`src/mps_ram.sv`:
```
// Generic single-write, single-read synchronous RAM with registered read data.
// No dependencies.
module mps_ram #(
   parameter int Width = 8,
   parameter int Depth = 16,
   parameter int AddrWidth = $clog2(Depth)
) (
   input  logic                 clock,
   input  logic                 wr_en,
   input  logic [AddrWidth-1:0] wr_addr,
   input  logic [Width-1:0]     wr_data,
   input  logic                 rd_en,
   input  logic [AddrWidth-1:0] rd_addr,
   output logic [Width-1:0]     rd_data
);

   logic [Width-1:0] mem [Depth];
   logic [Width-1:0] rd_data_ff;

   // Write port.
   always_ff @(posedge clock) begin
      if (wr_en) begin
         mem[wr_addr] <= wr_data;
      end
   end

   // Read port with registered read data.
   always_ff @(posedge clock) begin
      if (rd_en) begin
         rd_data_ff <= mem[rd_addr];
      end
   end

   assign rd_data = rd_data_ff;

endmodule

```
`config.mk`:
```
export PLATFORM = sky130hd
export DESIGN_NAME = mps_ram
export DESIGN_NICKNAME = d
export VERILOG_FILES = /design/src/mps_ram.sv
export SDC_FILE = /design/constraint.sdc
export NUM_CORES = 1
export LEC_CHECK = 0
export BUFFER_PORTS_ARGS = -buffer_cell sky130_fd_sc_hd__buf_2
export CORE_AREA = 2 2 97 99
export DETAILED_ROUTE_END_ITERATION = 7
export DIE_AREA = 0 0 99 101
export PLACE_DENSITY = 0.77
export SLEW_MARGIN = 20
export SYNTH_ARGS = -nofsm -noshare
export SYNTH_HDL_FRONTEND = slang
export SYNTH_SLANG_ARGS = --single-unit
export TNS_END_PERCENT = 30
```
`constraint.sdc`:
```
create_clock -name clock -period 1.8 [get_ports clock]
set_input_delay 0.09 -clock clock [delete_from_list [all_inputs] [get_ports clock]]
set_output_delay 0.09 -clock clock [all_outputs]
set_load 0.02 [all_outputs]
```
==> metrics.txt <==
clk root buf clkbuf_8; row count 35; Hold Startpoint wr_addr[0]; CTS tree done; most frequent cells in the layout edfxtp_1, buf_2, buf_4; Skew-Pair Late Insertion Delay between 0.5 and 0.6 ns; Non-Filler Instances ~420; # resized after CTS 0; vias in the first global route roughly 2700; area delta synth->final 20.9%; first-pass GRT wire length between 15000 and 20000 um; die area between 9000 and 10000 um^2; synthesized area 5230 um^2; CTS HTree Levels 4; via count 2554; Routed WL per cell 24.6 um; largest family of logic cells by synthesized area multiplexers; Syn Nets approximately 250; FF-to-FF path depth 3; postcts setup bufs 0; die height approximately 100 um; Synth Area in Compound Gates roughly 2.3%; Crit Path Class flop to flop; share of cells above drive strength 1 30.6%; hold endpoint mem[4][7]; core area ~9000 um^2; largest net degree at the start of global routing 22; Die W 99 um; Crit Reg-Reg Endpoint rd_data[5]; initial core utilization approximately three fifths; initial antenna violation count 0; Yosys cell types 18; reg2reg setup slack 0.29 ns; GRT overflow 0; startpoint types flop; # setup viols final 0; unrepaired setup endpoints after global routing no; largest cells by area after synthesis edfxtp_1, mux4_2, mux4_1, a22oi_1, nor2_1; post-synthesis xor/xnor area fraction 0%; Syn Inst Count ~230; worst rel slew slack between 70% and 80%; DR DRC count 0; Initial DRC Count roughly 290; PortBufs 26; min Tclk post-route 1.51 ns; synthesized flop and latch total ~140; total clock sinks approximately 140; Seq/Total Area, Yosys 78.1%; commonest non-fill, non-tap cell in the layout edfxtp_1; Worst-Margin Slew about 0.36 ns; clk slew on worst S/H paths about 0.06 ns; Worst Path Arrival approximately 1.8 ns; Worst EP required 2.04 ns; Num CTS Buffers 17; CTS max path bufs 2; drt first pass iters 4; top cell type's share of synthesized area between 70% and 80%; status completed; VDD IR-drop max 0.000567 V; Achievable Freq around 660 MHz; worst-path maximum fanout 1; Max-Cap Viols 0; PD cells approximately 1200 nW/um^2; final WL just over 10000 um; DR vias/cell approximately 6.1; Placed Cells roughly 380; cts hold-fix bufs 9; Worst R2R Start mem[0][5]; setup TNS 0 ns; DP HPWL between 5000 and 6000 um; global-route usage over all layers 23.0%; synthesized area per cell 22.8 um^2; area leader, netlist edfxtp_1; mux contribution to synthesized area 14.8%; ANT nets after route 0; Pleak about 2.2 nW; fin crit share 84.0%; Post-Synth Simple-Gate Area between 3 and 4%; Worst Setup End Kind flop; ANT cells 0; Hold Path Cell Cnt 3; max-slew violations 0; GP Congestion just under 0.8; Hold Path Class input port to flop; Syn. warnings 0; fin nets ~310; adder-cell area share of the yosys netlist 0%; clk_skew slightly above 0.009 ns; Final Hold Fails 0; I/O pins 27
-- Yosys cell counts --
cell type and number:
mux4_1 14, a22oi_1 16, and2_1 1, nand3_1 1, nor2b_1 1, nand3b_1 2, nor2_1 13, buf_2 3
buf_6 3, buf_4 1, nand2_1 9, mux4_2 18, nand2b_1 2, or3b_2 1, edfxtp_1 136, nor3_1 4
and2b_1 1, clkdlybuf4s25_2 3
-- kinds of logic (layout without fill, tap and decap cells) --
kind of cell           Yosys count  count (layout)
AOI/OAI and AO/OA               16              16
buffers and inverters           10              88
DFF                            136             136
muxes                           32              32
and+or+nand+nor                 35              35
-- where the power goes --
group          internal, mW  leakage [nW]  switching (mW)
Sequential             3.57          1.24          0.0211
Clock                  2.51         0.308            1.23
Combinational         0.154         0.631           0.202
Total                  6.23          2.18            1.45
-- per-stage QoR --
| stage | util (%) | power, mW | hold slack, ns | area, um^2 | setup slack [ns] |
|---|---|---|---|---|---|
| after floorplan | - | 3.85 | 0.189 | 5230 | 0.217 |
| after global placement | 62.2 | 3.98 | 0.471 | 5590 | 0.188 |
| after detailed placement | 62.2 | 3.99 | 0.476 | 5590 | 0.148 |
| after CTS | 70.4 | 7.73 | 0.134 | 6320 | 0.237 |
| after global routing | 70.4 | 7.90 | 0.135 | 6320 | 0.184 |
| final | 70.4 | 7.69 | 0.150 | 6320 | 0.287 |
-- worst max-delay path by stage --
| stage | startpoint | end | cells after the start |
|---|---|---|---|
| finish | mem[0][5] | rd_data[5] | 3 |
| global route | mem[9][7] | rd_data[7] | 3 |
| CTS | mem[9][7] | rd_data[7] | 3 |
| detailed placement | rd_addr[0] | rd_data[4] | 5 |
| global placement | rd_addr[0] | rd_data[4] | 5 |
| floorplan | wr_addr[2] | mem[0][0] | 2 |
-- flip-flops by register name (all words and copies together) (netlist names) --
signal and count:
rd_data 8, mem 128
-- metal layers --
layer / vias up / wire (um) / global-route usage [%] / share of wire, %
met2: 120 / 5350 / 35.5 / 52
li1: 1113 / - / - / -
met1: 1313 / 4120 / 31.4 / 40
met5: - / 0 / 0 / 0
met3: 8 / 699 / 7.28 / 6.8
met4: 0 / 127 / 8.22 / 1.2
-- critical path: stages, from the launching register on --
cell and delay (ns):
edfxtp_1 0.37, mux4_1 0.51, a22oi_1 0.26, nand2_1 0.11
-- cell type report --
type                            instances  area, um^2
Clock buffer                           17         414
Clock inverter                         14         229
Fill cell                             495        2660
Multi-Input combinational cell         83        1060
Sequential cell                       136        4080
Tap cell                              111         139
Timing Repair Buffer                   57         398
Power figures use the tool's default switching activity.
