$ cat config.mk
export PLATFORM = sky130hd
export DESIGN_NAME = mps_dist
export DESIGN_NICKNAME = d
export VERILOG_FILES = /design/src/mps_pkg.sv /design/src/mps_dist.sv
export SDC_FILE = /design/constraint.sdc
export NUM_CORES = 2
export LEC_CHECK = 0
export BUFFER_PORTS_ARGS = -buffer_cell sky130_fd_sc_hd__buf_4
export CAP_MARGIN = 5
export CORE_ASPECT_RATIO = 1.2
export CORE_MARGIN = 2
export CORE_UTILIZATION = 25
export CTS_CLUSTER_DIAMETER = 120
export DETAILED_ROUTE_END_ITERATION = 8
export HOLD_SLACK_MARGIN = 0.05
export PLACE_DENSITY = 0.45
export SYNTH_ARGS = -nofsm -noshare
export SYNTH_HDL_FRONTEND = slang
export SYNTH_SLANG_ARGS = --single-unit
$ cat constraint.sdc
create_clock -name clock -period 11.4 [get_ports clock]
set_clock_uncertainty 0.15 [all_clocks]
set_input_delay 0 -clock clock [delete_from_list [all_inputs] [get_ports clock]]
set_output_delay 0 -clock clock [all_outputs]
set_load 0.01 [all_outputs]
$ cat src/mps_pkg.sv
// Shared types, constants and helpers of the maximin point selection block.
// No dependencies; mps_dist and the core import this package.
package mps_pkg;

   // Storage sizes.
   localparam int MaxPoints     = 256;
   localparam int IdxWidth      = $clog2(MaxPoints);
   localparam int CountWidth    = IdxWidth + 1;
   localparam int MaxObjectives = 4;
   localparam int ObjWidth      = 16;
   localparam int PointWidth    = ObjWidth * MaxObjectives;
   localparam int SqWidth       = 32;
   localparam int DistWidth     = 35;
   localparam int RunLimit      = 64;
   localparam int SelWidth      = 7;
   localparam int NobjWidth     = 3;
   localparam int CsrIdxWidth   = 1;
   localparam int CsrDataWidth  = 7;

   // Distance of a point that has not yet seen any chosen point.
   localparam logic [DistWidth-1:0] DistOnes = '1;

   // Configuration register indexes.
   localparam logic [CsrIdxWidth-1:0] CsrSelectCount    = 1'b0;
   localparam logic [CsrIdxWidth-1:0] CsrObjectiveCount = 1'b1;

   typedef struct packed {
      logic signed [ObjWidth-1:0] obj_a;
      logic signed [ObjWidth-1:0] obj_b;
      logic signed [ObjWidth-1:0] obj_c;
      logic signed [ObjWidth-1:0] obj_d;
      logic                       last_point;
   } req_type;

   typedef struct packed {
      logic [IdxWidth-1:0] selected_index;
      logic                last_selected;
   } rsp_type;

   typedef enum logic [2:0] {
      StLoad,
      StStart,
      StScan,
      StPick,
      StAbsorb,
      StEmit
   } state_type;

   // One point handed to the distance pipeline.
   typedef struct packed {
      logic                valid;
      logic                skip;
      logic [IdxWidth-1:0] idx;
   } dist_req_type;

   // Write-back of an updated minimum distance.
   typedef struct packed {
      logic                 en;
      logic [IdxWidth-1:0]  idx;
      logic [DistWidth-1:0] data;
   } dist_wr_type;

   // Objective k of a packed point; objective 0 sits in the low bits.
   function automatic logic signed [ObjWidth-1:0] obj_field(
      input logic [PointWidth-1:0] point,
      input logic [1:0]            k
   );
      logic signed [ObjWidth-1:0] value;
      case (k)
         2'd0:    value = point[ObjWidth-1:0];
         2'd1:    value = point[2*ObjWidth-1:ObjWidth];
         2'd2:    value = point[3*ObjWidth-1:2*ObjWidth];
         default: value = point[4*ObjWidth-1:3*ObjWidth];
      endcase
      return value;
   endfunction

endpackage

$ cat src/mps_dist.sv
// Two-stage squared distance pipeline that folds a new chosen point into the
// stored minimum distance of each point. Depends on mps_pkg.
module mps_dist (
   input  logic                             clock,
   input  logic                             reset,
   input  mps_pkg::dist_req_type            req,
   input  logic [mps_pkg::PointWidth-1:0]   point,
   input  logic [mps_pkg::PointWidth-1:0]   pick_point,
   input  logic [mps_pkg::NobjWidth-1:0]    nobj,
   input  logic [mps_pkg::DistWidth-1:0]    old_dist,
   output mps_pkg::dist_wr_type             wr,
   output logic                             busy
);
   import mps_pkg::*;

   logic                 v1_ff, v2_ff;
   logic                 skip1_ff, skip2_ff;
   logic [IdxWidth-1:0]  idx1_ff, idx2_ff;
   logic [DistWidth-1:0] old1_ff, old2_ff;
   logic [SqWidth-1:0]   sq_ff [MaxObjectives];
   logic [SqWidth-1:0]   sq_in [MaxObjectives];
   logic [DistWidth-1:0] sum2_ff;
   logic [DistWidth-1:0] sum_in;

   // Per-objective squared difference; unused objectives contribute zero.
   always_comb begin
      logic signed [ObjWidth-1:0]   obj_p;
      logic signed [ObjWidth-1:0]   obj_q;
      logic signed [ObjWidth:0]     diff;
      logic signed [2*ObjWidth+1:0] prod;
      for (int k = 0; k < MaxObjectives; k++) begin
         obj_p = obj_field(point, 2'(k));
         obj_q = obj_field(pick_point, 2'(k));
         diff = {obj_p[ObjWidth-1], obj_p} - {obj_q[ObjWidth-1], obj_q};
         prod = diff * diff;
         sq_in[k] = (NobjWidth'(k) < nobj) ? prod[SqWidth-1:0] : '0;
      end
   end

   // Sum of the registered squares.
   assign sum_in = DistWidth'(sq_ff[0]) + DistWidth'(sq_ff[1])
                 + DistWidth'(sq_ff[2]) + DistWidth'(sq_ff[3]);

   // Pipeline valid bits.
   always_ff @(posedge clock) begin
      if (reset) begin
         v1_ff <= 1'b0;
         v2_ff <= 1'b0;
      end else begin
         v1_ff <= req.valid;
         v2_ff <= v1_ff;
      end
   end

   // Pipeline payload.
   always_ff @(posedge clock) begin
      skip1_ff <= req.skip;
      idx1_ff  <= req.idx;
      old1_ff  <= old_dist;
      sq_ff    <= sq_in;
      skip2_ff <= skip1_ff;
      idx2_ff  <= idx1_ff;
      old2_ff  <= old1_ff;
      sum2_ff  <= sum_in;
   end

   // Keep the smaller of the stored and the new distance.
   assign wr.en   = v2_ff && !skip2_ff;
   assign wr.idx  = idx2_ff;
   assign wr.data = (sum2_ff < old2_ff) ? sum2_ff : old2_ff;
   assign busy    = v1_ff || v2_ff;

endmodule

==> results.py <==
metrics = {
    "worst_setup_path": {
        "critPathMaxFanout": 11,
        "cp.arrival_ps": 9200,
        "start_kind": "input pin",
        "end_kind": "flop",
        "crit_type": "in -> reg",
        "regToRegSetupSlack_ps": 6880,
        "max_stage_delay_ps": 860,
        "worst_path_most_repeated_cell": "fa_1",
        "rr_worst_depth": 13,
        "rr_endpoint": "sum2_ff[31]",
        "reg2reg_from": "sq_ff[6]",
        "crit_slowest_cell": "xnor2_1",
        "critPathRequiredTime_ps": 11740,
    },
    "timing": {
        "max_freq_ghz": 0.1130,
        "fin_crit_ps": 8853,
        "period_share_pct": 77.66,
        "rsz0062_at_grt": "false",
        "setup_viol": 0,
        "setup_tns_ps": 0,
        "slew_viol_final": 0,
        "hold_violations": 0,
        "relSlewSlack_pct": 18.21,
        "worst_pin_slew_ps": 1227,
    },
    "synth": {
        "netlist_instances": 5296,
        "syn_nets": 7015,
        "ys_warn_count": 0,
        "synth-seq-cells": 248,
        "yosysSeqAreaShare_pct": 10.07,
        "ys_async_sr_fraction_pct": 0,
        "synthFlopType": "dfxtp_1",
        "yosysUniqueCellTypes": 96,
        "syn-cell-area_sq_mm": 0.04933,
        "synth-edff-count": 0,
        "avgSynthCellArea_sq_um": 9.314,
    },
    "drt": {
        "ant_nets": 0,
        "route.detailed.drc": 0,
        "wl_um": 132800,
        "dr_total_vias": 34720,
        "first_iter_violations": 1398,
        "wl_per_cell_um": 16.16,
        "first_pass_iters": 5,
        "viasPerCell": 4.223,
    },
    "floorplan": {
        "dieArea_sq_mm": 0.2009,
        "ios": 223,
        "die_w_um": 409.5,
        "rows": 178,
        "core-area_sq_mm": 0.1960,
        "initial_utilization_pct": 25.17,
        "dieHeight_um": 490.6,
    },
    "min_path": {
        "hold_path_depth": 2,
        "holdPathEnd": "old1_ff[19]",
        "hold_class": "in -> reg",
        "min-delay-start": "old_dist[19]",
    },
    "clock_tree": {
        "cts_tree": "yes",
        "clock_sinks": 248,
        "cts_setup_buffers": 0,
        "cts_resized": 0,
        "clk_pin_slew_ps": 70,
        "htreeDepth": 1,
        "cts_buffer_depth": 3,
        "clkLatencyLatePin_ps": 560,
        "cts_buffers": 28,
        "root_buffer": "clkbuf_16",
    },
    "finish": {
        "fillCellCount": 20910,
        "drive_gt1_share_pct": 7.577,
        "final_common_cell": "inv_1",
        "nNetsFinal": 7308,
        "mostFrequentLayoutCells": "1383 x inv_1, 1094 x fa_1, 534 x nor2_1",
        "synthToLayoutAreaGrowth_pct": 14.19,
    },
    "grt": {
        "grt_pass1_vias": 39210,
        "gr-usage-all-layers_pct": 13.53,
        "grt_overflow": 0,
        "grt_pass1_wl_um": 215100,
        "grt_max_degree": 32,
        "antenna_found_initial": 5,
    },
    "placement": {
        "port_buffers": 221,
        "place.gp.congestion": 0.8420,
        "dp.final_hpwl_um": 114200,
    },
    "flow_run": {
        "max_cap_violations": 0,
    },
    "outcome": {
        "status": "complete, no violations",
    },
}
[area by class of cell]
cell class                      count  area [sq um]  share of cell area (%)
Tap cell                         2610          3266                   5.798
Inverter                         1415          5314                   9.434
Multi-Input combinational cell   3520         38680                   68.67
Clock inverter                     15         242.7                  0.4309
Clock buffer                       35         788.3                   1.399
Antenna cell                        2         5.005                0.008885
Timing Repair Buffer              376          3065                   5.442
Sequential cell                   248          4965                   8.814
[kinds of logic after synthesis]
kind of cell / share of synthesized area (%)
flip-flops: 10.07
adder cells (fa/ha/maj): 55.74
other: 0.007602
XOR/XNOR: 3.878
AND/OR/NAND/NOR: 10.87
multiplexers: 0.9385
buffers and inverters: 11.70
AO/OA/AOI/OAI: 6.803
[per-layer routing]
metal,track usage (%),part of all wire (%),wire length [um],vias to the layer above
li1,-,-,-,16430
met1,17.53,44,58400,17560
met2,24.26,50,66970,577
met3,1.663,3.8,4987,142
met4,2.237,1.8,2442,8
met5,0,0.038,51,-
[cells in the mapped netlist (all sizes together), types with 20 or more instances]
library cell     n  share of area [%]
mux2            34               0.78
nor3            56               0.57
xnor2          139                2.5
a21oi          138                1.4
o21a            30               0.46
xor2            76                1.3
or3             20               0.26
nor2b           44               0.56
fa            1094                 44
nand3           46               0.47
a211oi          24               0.38
nand2b          48               0.61
dfxtp          248                 10
and3            24               0.30
a21o            74                1.1
inv           1405                 11
o21ai           89               0.92
clkbuf          96               0.73
or2             23               0.29
nand2          372                2.8
ha             447                 11
nor2           544                4.2
[flip-flops by register name, indices dropped and copies added, names as in the netlist]
signal    flops
old1_ff      35
idx2_ff       8
sum2_ff      34
v1_ff         1
skip2_ff      1
skip1_ff      1
idx1_ff       8
v2_ff         1
sq_ff       124
old2_ff      35
[worst max-delay path by stage]
| stage | from | end | slack (ps) | cells after the start |
|---|---|---|---|---|
| 2_1_floorplan | point[32] | sq_ff[63] | 3580 | 34 |
| 3_3_place_gp | point[49] | sq_ff[31] | 2510 | 32 |
| 3_5_place_dp | pick_point[49] | sq_ff[31] | 2310 | 33 |
| 4_1_cts | pick_point[1] | sq_ff[127] | 2520 | 35 |
| 5_1_grt | point[33] | sq_ff[63] | 1920 | 30 |
| 6_report | pick_point[1] | sq_ff[127] | 2550 | 35 |
[worst max-delay path: cells and delay by family]
family / cells / cell delay, ps
fa+ha+maj: 8 / 3590
compound gates: 13 / 2370
buf+inv: 8 / 1200
simple gates: 5 / 1160
xor+xnor: 1 / 860
[through the flow]
stage	hold WS, ps	std cells	util (%)	setup WS, ps	cell area, sq um
floorplan	-122.3	5296	-	3578	49330
global placement	-44.48	8071	27.71	2505	54310
detailed placement	-44.41	8071	27.71	2315	54310
CTS	60.84	8218	28.73	2515	56320
global route	94.05	8220	28.74	1925	56330
finish	85.50	8221	28.74	2547	56330
[timing repair]
action	in CTS	in global routing
hold endpoints to repair	141	0
hold buffers	97	0
setup endpoints to repair	0	0
Power is left out: the tool's default activity adds up to more than one toggle a clock period on the data nets, which glitch-free logic cannot reach.
